[src/rtl/core/sha256_pkg.sv]
`timescale 1ns / 1ps
package sha256_pkg;

    localparam int BlockBytes = 64;
    localparam int LenOffset  = 56;
    localparam logic [7:0] PadByte = 8'h80;

    typedef logic [31:0] t_word;

    function automatic t_word round_k(input logic [5:0] idx);
        t_word k;
        case (idx)
            6'd0:  k = 32'h428a2f98; 6'd1:  k = 32'h71374491; 6'd2:  k = 32'hb5c0fbcf;
            6'd3:  k = 32'he9b5dba5; 6'd4:  k = 32'h3956c25b; 6'd5:  k = 32'h59f111f1;
            6'd6:  k = 32'h923f82a4; 6'd7:  k = 32'hab1c5ed5; 6'd8:  k = 32'hd807aa98;
            6'd9:  k = 32'h12835b01; 6'd10: k = 32'h243185be; 6'd11: k = 32'h550c7dc3;
            6'd12: k = 32'h72be5d74; 6'd13: k = 32'h80deb1fe; 6'd14: k = 32'h9bdc06a7;
            6'd15: k = 32'hc19bf174; 6'd16: k = 32'he49b69c1; 6'd17: k = 32'hefbe4786;
            6'd18: k = 32'h0fc19dc6; 6'd19: k = 32'h240ca1cc; 6'd20: k = 32'h2de92c6f;
            6'd21: k = 32'h4a7484aa; 6'd22: k = 32'h5cb0a9dc; 6'd23: k = 32'h76f988da;
            6'd24: k = 32'h983e5152; 6'd25: k = 32'ha831c66d; 6'd26: k = 32'hb00327c8;
            6'd27: k = 32'hbf597fc7; 6'd28: k = 32'hc6e00bf3; 6'd29: k = 32'hd5a79147;
            6'd30: k = 32'h06ca6351; 6'd31: k = 32'h14292967; 6'd32: k = 32'h27b70a85;
            6'd33: k = 32'h2e1b2138; 6'd34: k = 32'h4d2c6dfc; 6'd35: k = 32'h53380d13;
            6'd36: k = 32'h650a7354; 6'd37: k = 32'h766a0abb; 6'd38: k = 32'h81c2c92e;
            6'd39: k = 32'h92722c85; 6'd40: k = 32'ha2bfe8a1; 6'd41: k = 32'ha81a664b;
            6'd42: k = 32'hc24b8b70; 6'd43: k = 32'hc76c51a3; 6'd44: k = 32'hd192e819;
            6'd45: k = 32'hd6990624; 6'd46: k = 32'hf40e3585; 6'd47: k = 32'h106aa070;
            6'd48: k = 32'h19a4c116; 6'd49: k = 32'h1e376c08; 6'd50: k = 32'h2748774c;
            6'd51: k = 32'h34b0bcb5; 6'd52: k = 32'h391c0cb3; 6'd53: k = 32'h4ed8aa4a;
            6'd54: k = 32'h5b9cca4f; 6'd55: k = 32'h682e6ff3; 6'd56: k = 32'h748f82ee;
            6'd57: k = 32'h78a5636f; 6'd58: k = 32'h84c87814; 6'd59: k = 32'h8cc70208;
            6'd60: k = 32'h90befffa; 6'd61: k = 32'ha4506ceb; 6'd62: k = 32'hbef9a3f7;
            default: k = 32'hc67178f2;
        endcase
        return k;
    endfunction

    function automatic t_word initial_h(input logic [2:0] idx);
        t_word h;
        case (idx)
            3'd0: h = 32'h6a09e667; 3'd1: h = 32'hbb67ae85;
            3'd2: h = 32'h3c6ef372; 3'd3: h = 32'ha54ff53a;
            3'd4: h = 32'h510e527f; 3'd5: h = 32'h9b05688c;
            3'd6: h = 32'h1f83d9ab;
            default: h = 32'h5be0cd19;
        endcase
        return h;
    endfunction

    function automatic t_word rotr(input t_word x, input int n);
        return (x >> n) | (x << (32 - n));
    endfunction

    // Start/finish handshake between the block control and the round engine.
    typedef struct packed {
        logic start;
        logic busy;
        logic done;
    } t_cmp_ctl;

endpackage

[src/rtl/core/sha256_if.sv]
`timescale 1ns / 1ps
interface sha256_in_if;
    logic       valid;
    logic       ready;
    logic [7:0] msg_byte;
    logic       byte_present;
    logic       end_of_msg;
    modport source (output valid, msg_byte, byte_present, end_of_msg, input ready);
    modport sink (input valid, msg_byte, byte_present, end_of_msg, output ready);
endinterface

interface sha256_out_if;
    logic        valid;
    logic        ready;
    logic [31:0] digest_word;
    logic [2:0]  word_index;
    logic        last_word;
    modport source (output valid, digest_word, word_index, last_word, input ready);
    modport sink (input valid, digest_word, word_index, last_word, output ready);
endinterface

[src/rtl/core/sha256_ram.sv]
`timescale 1ns / 1ps
module sha256_ram #(
    parameter int Width = 8,
    parameter int Depth = 64
) (
    input  logic                     i_clk,
    input  logic                     i_we,
    input  logic [$clog2(Depth)-1:0] i_waddr,
    input  logic [Width-1:0]         i_wdata,
    input  logic [$clog2(Depth)-1:0] i_raddr,
    output logic [Width-1:0]         o_rdata
);
    logic [Width-1:0] r_mem [Depth];
    logic [Width-1:0] r_rdata;

    always_ff @(posedge i_clk) begin
        if (i_we) begin
            r_mem[i_waddr] <= i_wdata;
        end
        r_rdata <= r_mem[i_raddr];
    end

    assign o_rdata = r_rdata;
endmodule

[src/rtl/core/sha256_round.sv]
`timescale 1ns / 1ps
// Compression engine: load 16 words from the block RAM, run 64 rounds with a
// 16-word schedule window, then fold into the chain RAM one word per cycle.
module sha256_round (
    input  logic                   i_clk,
    input  logic                   i_rst_n,
    input  logic                   i_start,
    output sha256_pkg::t_cmp_ctl   o_ctl,
    output logic [5:0]             o_blk_raddr,
    input  logic [7:0]             i_blk_rdata,
    output logic [2:0]             o_ch_raddr,
    input  logic [31:0]            i_ch_rdata,
    output logic                   o_ch_we,
    output logic [2:0]             o_ch_waddr,
    output logic [31:0]            o_ch_wdata
);
    import sha256_pkg::*;

    localparam logic [2:0] S_IDLE = 3'd0;
    localparam logic [2:0] S_LOAD = 3'd1;
    localparam logic [2:0] S_RND  = 3'd2;
    localparam logic [2:0] S_FOLD = 3'd3;
    localparam logic [2:0] S_DONE = 3'd4;

    logic [2:0]  r_state, n_state;
    logic [6:0]  r_cnt, n_cnt;
    t_word       r_w [16];
    t_word       r_v [8];
    logic [31:0] r_acc;
    logic [5:0]  rnd;
    t_word       w_new, w_cur, t1, t2, s0, s1;

    assign rnd = r_cnt[5:0];
    assign s0 = rotr(r_w[1], 7) ^ rotr(r_w[1], 18) ^ (r_w[1] >> 3);
    assign s1 = rotr(r_w[14], 17) ^ rotr(r_w[14], 19) ^ (r_w[14] >> 10);
    assign w_new = s1 + r_w[9] + s0 + r_w[0];
    assign w_cur = r_w[0];
    assign t1 = r_v[7] + (rotr(r_v[4], 6) ^ rotr(r_v[4], 11) ^ rotr(r_v[4], 25))
              + ((r_v[4] & r_v[5]) ^ (~r_v[4] & r_v[6])) + round_k(rnd) + w_cur;
    assign t2 = (rotr(r_v[0], 2) ^ rotr(r_v[0], 13) ^ rotr(r_v[0], 22))
              + ((r_v[0] & r_v[1]) ^ (r_v[0] & r_v[2]) ^ (r_v[1] & r_v[2]));

    // Load phase: count 0..72 covers 64 byte reads and 8 chain reads overlapped
    // at the tail; each word is captured in the cycle after its read address.
    always_comb begin
        n_state = r_state;
        n_cnt   = r_cnt + 7'd1;
        case (r_state)
            S_IDLE: begin
                n_cnt = '0;
                if (i_start) begin
                    n_state = S_LOAD;
                end
            end
            S_LOAD: if (r_cnt == 7'd72) begin
                n_state = S_RND;
                n_cnt   = '0;
            end
            S_RND: if (r_cnt == 7'd63) begin
                n_state = S_FOLD;
                n_cnt   = '0;
            end
            S_FOLD: if (r_cnt == 7'd8) begin
                n_state = S_DONE;
            end
            S_DONE: n_state = S_IDLE;
            default: n_state = S_IDLE;
        endcase
    end

    assign o_blk_raddr = r_cnt[5:0];
    assign o_ch_raddr  = (r_state == S_LOAD) ? 3'(r_cnt - 7'd64) : r_cnt[2:0];

    always_ff @(posedge i_clk) begin
        if (!i_rst_n) begin
            r_state <= S_IDLE;
            r_cnt   <= '0;
        end else begin
            r_state <= n_state;
            r_cnt   <= n_cnt;
        end
    end

    always_ff @(posedge i_clk) begin
        case (r_state)
            S_LOAD: begin
                if (r_cnt >= 7'd1 && r_cnt <= 7'd64) begin
                    r_acc <= {r_acc[23:0], i_blk_rdata};
                    if (r_cnt[1:0] == 2'd0) begin
                        for (int j = 0; j < 15; j++) begin
                            r_w[j] <= r_w[j+1];
                        end
                        r_w[15] <= {r_acc[23:0], i_blk_rdata};
                    end
                end
                if (r_cnt >= 7'd65) begin
                    for (int j = 0; j < 7; j++) begin
                        r_v[j] <= r_v[j+1];
                    end
                    r_v[7] <= i_ch_rdata;
                end
            end
            S_RND: begin
                r_v[7] <= r_v[6]; r_v[6] <= r_v[5]; r_v[5] <= r_v[4];
                r_v[4] <= r_v[3] + t1;
                r_v[3] <= r_v[2]; r_v[2] <= r_v[1]; r_v[1] <= r_v[0];
                r_v[0] <= t1 + t2;
                for (int j = 0; j < 15; j++) begin
                    r_w[j] <= r_w[j+1];
                end
                r_w[15] <= w_new;
            end
            S_FOLD: begin
                if (r_cnt >= 7'd1) begin
                    for (int j = 0; j < 7; j++) begin
                        r_v[j] <= r_v[j+1];
                    end
                    r_v[7] <= r_v[0];
                end
            end
            default: ;
        endcase
    end

    // Fold: chain word k is read at count k, added and written at count k+1.
    assign o_ch_we    = (r_state == S_FOLD) && (r_cnt >= 7'd1);
    assign o_ch_waddr = 3'(r_cnt - 7'd1);
    assign o_ch_wdata = i_ch_rdata + r_v[0];

    assign o_ctl.start = i_start;
    assign o_ctl.busy  = (r_state != S_IDLE);
    assign o_ctl.done  = (r_state == S_DONE);
endmodule

[src/rtl/core/sha256_stream_hasher.sv]
`timescale 1ns / 1ps
// After end of message the padding block is written and compressed, then digest words are
// read; a second padding block follows when padding spills, and a full last block is
// compressed first. Throughput: one byte per cycle while a block fills; a full block holds
// input while compressed (start, load, 64 rounds, fold, done); digest words are read one
// at a time, each after the last is taken. Reset: synchronous active-low; clears counters
// and control; an eight-word sweep reloads chain RAM before input and after each digest.
module sha256_stream_hasher (
    input  logic              i_clk,
    input  logic              i_rst_n,
    sha256_in_if.sink         in_ch,
    sha256_out_if.source      out_ch
);
    import sha256_pkg::*;

    localparam logic [2:0] S_INIT = 3'd0;   // load initial hash into chain RAM
    localparam logic [2:0] S_FILL = 3'd1;   // accept bytes
    localparam logic [2:0] S_CMP  = 3'd2;   // compress a full data block
    localparam logic [2:0] S_PAD  = 3'd3;   // write pad/length bytes
    localparam logic [2:0] S_PCMP = 3'd4;   // compress a padding block
    localparam logic [2:0] S_OUT  = 3'd5;   // stream digest words

    logic [2:0]  r_state, n_state;
    logic [6:0]  r_fill;
    logic [63:0] r_bits;
    logic [63:0] r_total;
    logic [5:0]  r_pad;
    logic        r_two;      // padding needs an extra block
    logic        r_second;   // writing/compressing the final padding block
    logic [3:0]  r_idx;      // init sweep and digest word index
    logic        r_start;
    logic        r_ovalid;
    logic [31:0] r_oword;
    logic [2:0]  r_oidx;
    logic        r_rd_pend;

    t_cmp_ctl    ctl;
    logic [5:0]  rd_blk_addr;
    logic [7:0]  blk_rdata;
    logic [2:0]  eng_ch_raddr, eng_ch_waddr;
    logic [31:0] eng_ch_wdata, ch_rdata;
    logic        eng_ch_we;

    logic        blk_we;
    logic [5:0]  blk_waddr;
    logic [7:0]  blk_wdata, pad_byte;
    logic        ch_we;
    logic [2:0]  ch_waddr, ch_raddr;
    logic [31:0] ch_wdata;
    logic        acc;
    logic        out_fire;

    assign acc      = in_ch.valid && in_ch.ready;
    assign out_fire = out_ch.valid && out_ch.ready;
    assign in_ch.ready = (r_state == S_FILL);

    // Pad byte for the current position: 0x80 marker, zeros, then big-endian length.
    always_comb begin
        pad_byte = 8'h00;
        if (r_pad >= 6'(LenOffset) && !(r_two && !r_second)) begin
            pad_byte = r_total[8*(7-int'(r_pad[2:0])) +: 8];
        end else if (!r_second && r_pad == r_fill[5:0]) begin
            pad_byte = PadByte;
        end
    end

    always_comb begin
        blk_we    = 1'b0;
        blk_waddr = r_fill[5:0];
        blk_wdata = in_ch.msg_byte;
        if (r_state == S_FILL && acc && in_ch.byte_present) begin
            blk_we = 1'b1;
        end else if (r_state == S_PAD) begin
            blk_we    = (r_pad >= r_fill[5:0]) || r_second;
            blk_waddr = r_pad;
            blk_wdata = pad_byte;
        end
    end

    sha256_ram #(.Width(8), .Depth(BlockBytes)) u_blk (
        .i_clk  (i_clk),
        .i_we   (blk_we),
        .i_waddr(blk_waddr),
        .i_wdata(blk_wdata),
        .i_raddr(rd_blk_addr),
        .o_rdata(blk_rdata)
    );

    // Chain RAM: the engine owns it while busy; otherwise the control side
    // sweeps initial values or reads digest words. Issue the read of word 0
    // in the engine's done cycle so it is ready on entry to the output phase.
    always_comb begin
        ch_we    = eng_ch_we;
        ch_waddr = eng_ch_waddr;
        ch_wdata = eng_ch_wdata;
        ch_raddr = eng_ch_raddr;
        if (r_state == S_INIT) begin
            ch_we    = 1'b1;
            ch_waddr = r_idx[2:0];
            ch_wdata = initial_h(r_idx[2:0]);
        end else if (r_state == S_OUT || (r_state == S_PCMP && ctl.done)) begin
            ch_raddr = r_idx[2:0];
        end
    end

    sha256_ram #(.Width(32), .Depth(8)) u_chain (
        .i_clk  (i_clk),
        .i_we   (ch_we),
        .i_waddr(ch_waddr),
        .i_wdata(ch_wdata),
        .i_raddr(ch_raddr),
        .o_rdata(ch_rdata)
    );

    sha256_round u_round (
        .i_clk      (i_clk),
        .i_rst_n    (i_rst_n),
        .i_start    (r_start),
        .o_ctl      (ctl),
        .o_blk_raddr(rd_blk_addr),
        .i_blk_rdata(blk_rdata),
        .o_ch_raddr (eng_ch_raddr),
        .i_ch_rdata (ch_rdata),
        .o_ch_we    (eng_ch_we),
        .o_ch_waddr (eng_ch_waddr),
        .o_ch_wdata (eng_ch_wdata)
    );

    always_ff @(posedge i_clk) begin
        if (!i_rst_n) begin
            r_state   <= S_INIT;
            r_fill    <= '0;
            r_bits    <= '0;
            r_idx     <= '0;
            r_start   <= 1'b0;
            r_ovalid  <= 1'b0;
            r_rd_pend <= 1'b0;
            r_second  <= 1'b0;
            r_two     <= 1'b0;
            r_pad     <= '0;
        end else begin
            r_start <= 1'b0;
            case (r_state)
                S_INIT: begin
                    r_idx <= r_idx + 4'd1;
                    if (r_idx == 4'd7) begin
                        r_idx   <= '0;
                        r_state <= S_FILL;
                    end
                end
                S_FILL: if (acc) begin
                    // Count the byte, compress a full block; at end of message latch the length, decide block count.
                    if (in_ch.byte_present && r_fill == 7'd63) begin
                        r_fill  <= '0;
                        r_bits  <= r_bits + 64'd512;
                        r_start <= 1'b1;
                        r_state <= S_CMP;
                        r_two   <= in_ch.end_of_msg;
                    end else begin
                        if (in_ch.byte_present) begin
                            r_fill <= r_fill + 7'd1;
                        end
                        r_two <= 1'b0;
                        if (in_ch.end_of_msg) begin
                            r_state  <= S_PAD;
                            r_pad    <= '0;
                            r_second <= 1'b0;
                        end
                    end
                    if (in_ch.end_of_msg) begin
                        r_total <= r_bits + {54'd0, (r_fill + 7'(in_ch.byte_present)), 3'd0};
                    end
                end
                S_CMP: if (ctl.done) begin
                    // A full block closing the message leaves a pure padding block.
                    if (r_two) begin
                        r_state  <= S_PAD;
                        r_pad    <= '0;
                        r_second <= 1'b0;
                        r_two    <= 1'b0;
                    end else begin
                        r_state <= S_FILL;
                    end
                end
                S_PAD: begin
                    r_pad <= r_pad + 6'd1;
                    if (r_pad == 6'd0 && !r_second) begin
                        r_two <= (r_fill[5:0] >= 6'(LenOffset));
                    end
                    if (r_pad == 6'd63) begin
                        r_start <= 1'b1;
                        r_state <= S_PCMP;
                    end
                end
                S_PCMP: if (ctl.done) begin
                    if (r_two && !r_second) begin
                        r_second <= 1'b1;
                        r_pad    <= '0;
                        r_state  <= S_PAD;
                    end else begin
                        r_state   <= S_OUT;
                        r_idx     <= '0;
                        r_rd_pend <= 1'b1;
                    end
                end
                S_OUT: begin
                    // One read in flight at a time; hold the word until taken.
                    if (r_rd_pend) begin
                        r_rd_pend <= 1'b0;
                        r_ovalid  <= 1'b1;
                        r_oword   <= ch_rdata;
                        r_oidx    <= r_idx[2:0];
                        r_idx     <= r_idx + 4'd1;
                    end else if (out_fire) begin
                        r_ovalid <= 1'b0;
                        if (r_oidx == 3'd7) begin
                            r_state <= S_INIT;
                            r_idx   <= '0;
                            r_fill  <= '0;
                            r_bits  <= '0;
                            r_second <= 1'b0;
                            r_two   <= 1'b0;
                        end else begin
                            r_rd_pend <= 1'b1;
                        end
                    end
                end
                default: r_state <= S_INIT;
            endcase
        end
    end

    assign out_ch.valid       = r_ovalid;
    assign out_ch.digest_word = r_oword;
    assign out_ch.word_index  = r_oidx;
    assign out_ch.last_word   = (r_oidx == 3'd7);
endmodule

[src/flat_wrapper.sv]
// flat-port wrapper written by rule: the top's interface ports become plain ports
module sha256_stream_hasher_flat import sha256_pkg::*;
  (i_clk, i_rst_n, in_ch_valid, in_ch_msg_byte, in_ch_byte_present, in_ch_end_of_msg, in_ch_ready, out_ch_valid, out_ch_digest_word, out_ch_word_index, out_ch_last_word, out_ch_ready);
  sha256_in_if in_ch_i ();
  sha256_out_if out_ch_i ();
  input  logic i_clk;
  input  logic i_rst_n;
  input wire logic [$bits(in_ch_i.valid)-1:0] in_ch_valid;
  input wire logic [$bits(in_ch_i.msg_byte)-1:0] in_ch_msg_byte;
  input wire logic [$bits(in_ch_i.byte_present)-1:0] in_ch_byte_present;
  input wire logic [$bits(in_ch_i.end_of_msg)-1:0] in_ch_end_of_msg;
  output wire logic [$bits(in_ch_i.ready)-1:0] in_ch_ready;
  output wire logic [$bits(out_ch_i.valid)-1:0] out_ch_valid;
  output wire logic [$bits(out_ch_i.digest_word)-1:0] out_ch_digest_word;
  output wire logic [$bits(out_ch_i.word_index)-1:0] out_ch_word_index;
  output wire logic [$bits(out_ch_i.last_word)-1:0] out_ch_last_word;
  input wire logic [$bits(out_ch_i.ready)-1:0] out_ch_ready;
  assign in_ch_i.valid = in_ch_valid;
  assign in_ch_i.msg_byte = in_ch_msg_byte;
  assign in_ch_i.byte_present = in_ch_byte_present;
  assign in_ch_i.end_of_msg = in_ch_end_of_msg;
  assign in_ch_ready = in_ch_i.ready;
  assign out_ch_valid = out_ch_i.valid;
  assign out_ch_digest_word = out_ch_i.digest_word;
  assign out_ch_word_index = out_ch_i.word_index;
  assign out_ch_last_word = out_ch_i.last_word;
  assign out_ch_i.ready = out_ch_ready;
  sha256_stream_hasher u_core (.i_clk(i_clk), .i_rst_n(i_rst_n), .in_ch(in_ch_i), .out_ch(out_ch_i));
endmodule
[config.mk]
export PLATFORM = sky130hd
export DESIGN_NAME = sha256_stream_hasher_flat
export DESIGN_NICKNAME = d
export VERILOG_FILES = /design/src/rtl/core/sha256_pkg.sv /design/src/rtl/core/sha256_if.sv /design/src/rtl/core/sha256_ram.sv /design/src/rtl/core/sha256_round.sv /design/src/rtl/core/sha256_stream_hasher.sv /design/src/flat_wrapper.sv
export SDC_FILE = /design/constraint.sdc
export NUM_CORES = 2
export LEC_CHECK = 0
export BUFFER_PORTS_ARGS = -buffer_cell sky130_fd_sc_hd__buf_2
export CORE_MARGIN = 4
export CORE_UTILIZATION = 69
export CTS_CLUSTER_DIAMETER = 80
export DETAILED_ROUTE_END_ITERATION = 12
export HOLD_SLACK_MARGIN = 0.03
export PLACE_DENSITY = 0.86
export SKIP_CTS_REPAIR_TIMING = 1
export SLEW_MARGIN = 30
export SYNTH_ARGS = -nofsm -noshare
export SYNTH_HDL_FRONTEND = slang
export SYNTH_SLANG_ARGS = --single-unit
[constraint.sdc]
create_clock -name i_clk -period 37 [get_ports i_clk]
set_input_delay 7.4 -clock i_clk [delete_from_list [all_inputs] [get_ports i_clk]]
set_output_delay 7.4 -clock i_clk [all_outputs]
set_load 0.02 [all_outputs]
==> metrics.txt <==
Sink Count 1818; Die ar. between 100000 and 150000 um^2; CTS Buf Count about 180; All-Layer GR Usage 0.361; share of cells above drive strength 1 0.124; syn_nets about 6600; Synth top area share 0.581; num ports 52; initial antenna violation count 5; maximum VDD drop roughly 0.057 mV; largest net degree at the start of global routing roughly 220; Slew HR 0.343; sequential-to-total area share from yosys stat 0.619; largest area contributor in the netlist edfxtp_1; top post-synthesis cells by area edfxtp_1, mux4_2, fa_1, xnor2_1, dfxtp_1; Clock Skew approximately 0.050 ns; CP Cell Sequence buf_2 -> o21a_1 -> buf_4 -> nand2_1 -> inv_1 -> ha_1 -> nor2_1 -> o21ai_0 -> a21oi_1 -> a311oi_1 -> nor3_1; total gr overflow 0; TritonCTS clock tree done; Worst Setup End Kind register; Crit Path Max Fanout 25; Pwr Total approximately 0.0049 W; via count between 50000 and 60000; ANT nets after route 0; Row Count approximately 130; Setup Crit Path Kind primary input to register; CP startpoint kind primary input; Largest stage delay, worst path around 0.86 ns; Seq cells post-synth 1818; fmax 98.0 MHz; Tightest Hold Check Type register to register; Residual DRC 0; final period utilization 0.276; clk slew on worst S/H paths roughly 0.060 ns; final hold violation count 0; die height approximately 360 um; Pleak about 32 nW; Final Util 0.763; run status complete, no violations; Netlist cell types around 100; initial core utilization 0.698; syn_area_per_cell 13.8 um^2; Worst EP required approximately 38 ns; mapped cell area 85600 um^2; Post-synth EDFFs roughly 1700; Worst EP arrival between 10 and 15 ns; Final Wtd Congestion approximately 1; Finished Layout Cells just under 8000; placed wire-length estimate 154 mm; htree depth 4; Min Clock Period, post-route approximately 10 ns; most common cell after layout, fill and taps aside edfxtp_1; RSZ-0062 raised after global routing no; port buffer count 51; Clock Latency Late Sink roughly 0.83 ns; post-DR wirelength/cell between 20 and 30 um; Initial DRT Pass Iterations 7; CTS Root Cell clkbuf_16; commonest cells after routing, fill and taps aside edfxtp_1, nand2_1, xnor2_1; Fin Setup TNS 0 ns; vias in the first global route about 53000; critical path's slowest cell ha_1; fin nets between 6000 and 7000; first-pass GRT wire length 347 mm; vias per inst around 6.9; Cells after Synth a little over 6000; Placed Cells about 7600; core area between 100000 and 150000 um^2; fin. max-slew vios 0; Chip Width ~360 um; max-cap viol count 0; Max Root-Sink Buffers 3; pwr dens 52.5 nW/um^2; Ys Warns 0; asr flop ratio synth 0; final setup vio count 0; Initial DRC Count slightly above 8000; ys flop type edfxtp_1; Worst-Margin Slew roughly 0.96 ns; Routed Wire Length 236 mm; area delta synth->final 9.28%
[stage by stage]
stage	setup WS (ns)	cell area (um^2)	hold WS, ns
2_1_floorplan	21.76	85600	0.400
3_3_place_gp	26.20	87500	0.400
3_5_place_dp	26.18	87500	0.405
4_1_cts	27.04	93400	0.409
5_1_grt	26.72	93500	0.413
6_report	26.80	93500	0.408
[final cells by class]
| class | count | area (um^2) |
|---|---|---|
| Antenna cell | 6 | 15.0 |
| Clock buffer | 222 | 4610 |
| Clock inverter | 105 | 1240 |
| Fill cell | 6903 | 29000 |
| Inverter | 201 | 754 |
| Multi-Input combinational cell | 3826 | 30900 |
| Sequential cell | 1818 | 53000 |
| Tap cell | 1625 | 2030 |
| Timing Repair Buffer | 135 | 992 |
[layer usage]
| metal | share of wire | up-vias | wire, um | global-route usage |
|---|---|---|---|---|
| met2 | 0.47 | 3906 | 110000 | 0.564 |
| met1 | 0.36 | 26981 | 85700 | 0.491 |
| met4 | 0.062 | 4 | 14700 | 0.182 |
| li1 | - | 22728 | - | - |
| met5 | 0.00012 | - | 28 | 0 |
| met3 | 0.11 | 877 | 25400 | 0.0743 |
[worst max-delay path, delay by kind of cell]
kind                     cells  cell delay (ns)
AND/OR/NAND/NOR              3             0.59
adder cells (fa/ha/maj)      1             0.86
buffers and inverters        3             1.16
AO/OA/AOI/OAI                4             0.83
[synthesized netlist by cell type (25+ instances only)]
master	instances
a211oi_1	31
a21o_1	74
a21oi_1	274
a31oi_1	32
and3_1	25
buf_1	33
buf_2	34
clkbuf_1	267
dfxtp_1	162
edfxtp_1	1656
fa_1	188
ha_1	195
inv_1	199
maj3_1	31
mux2_2	65
mux2i_1	48
mux4_2	245
nand2_1	804
nand2b_1	35
nand3_1	87
nand4_1	41
nor2_1	367
nor3_1	67
o211ai_1	33
o21ai_0	308
o21bai_1	26
or3_1	28
xnor2_1	382
xor2_1	123
[kinds of logic (layout without fill, tap and decap cells)]
logic type               Yosys count  count (layout)  synth area share
XOR/XNOR                         506             506            0.0520
adder cells (fa/ha/maj)          414             414            0.0761
flip-flops                      1818            1818             0.619
buffers and inverters            536             663            0.0241
AND/OR/NAND/NOR                 1560            1560            0.0790
other                              1               7         0.0000438
multiplexers                     358             358            0.0787
AO/OA/AOI/OAI                    987             987            0.0710
[report_power, final]
part / leakage [nW] / internal [W] / total, W / switching [W]
clock network: 2.82 / 0.00102 / 0.00183 / 0.000810
registers: 16.2 / 0.00246 / 0.00254 / 0.0000795
logic: 13.0 / 0.000161 / 0.000532 / 0.000371
total: 31.9 / 0.00365 / 0.00491 / 0.00126
[flip-flops by register name (all words and copies together), names as in the netlist, 3 cells and up, named ones only]
signal                     cells
u_core.u_blk.r_mem           512
u_core.r_pad                   6
u_core.r_bits                 55
u_core.u_round.r_w           512
u_core.u_round.r_cnt           7
u_core.u_round.r_v           256
u_core.r_total                61
u_core.u_chain.o_rdata        32
u_core.u_round.r_state         3
u_core.r_fill                  7
u_core.out_ch.digest_word     32
u_core.u_round.r_acc          24
u_core.u_blk.o_rdata           8
u_core.u_chain.r_mem         256
u_core.out_ch.word_index       3
u_core.r_idx                   4
u_core.r_state                 3
[final timing paths]
path / cells after the start / slack, ns / end / from
max: 11 / 26.80 / register / i_rst_n
min: 0 / 0.41 / u_core.u_round.r_w[0][350] / u_core.u_round.r_w[0][382]
max reg2reg: 28 / 28.17 / u_core.u_round.r_v[0][30] / u_core.u_round.r_v[0][140]
min reg2reg: 0 / 0.41 / u_core.u_round.r_w[0][350] / u_core.u_round.r_w[0][382]
(Power assumes the default switching activity.)
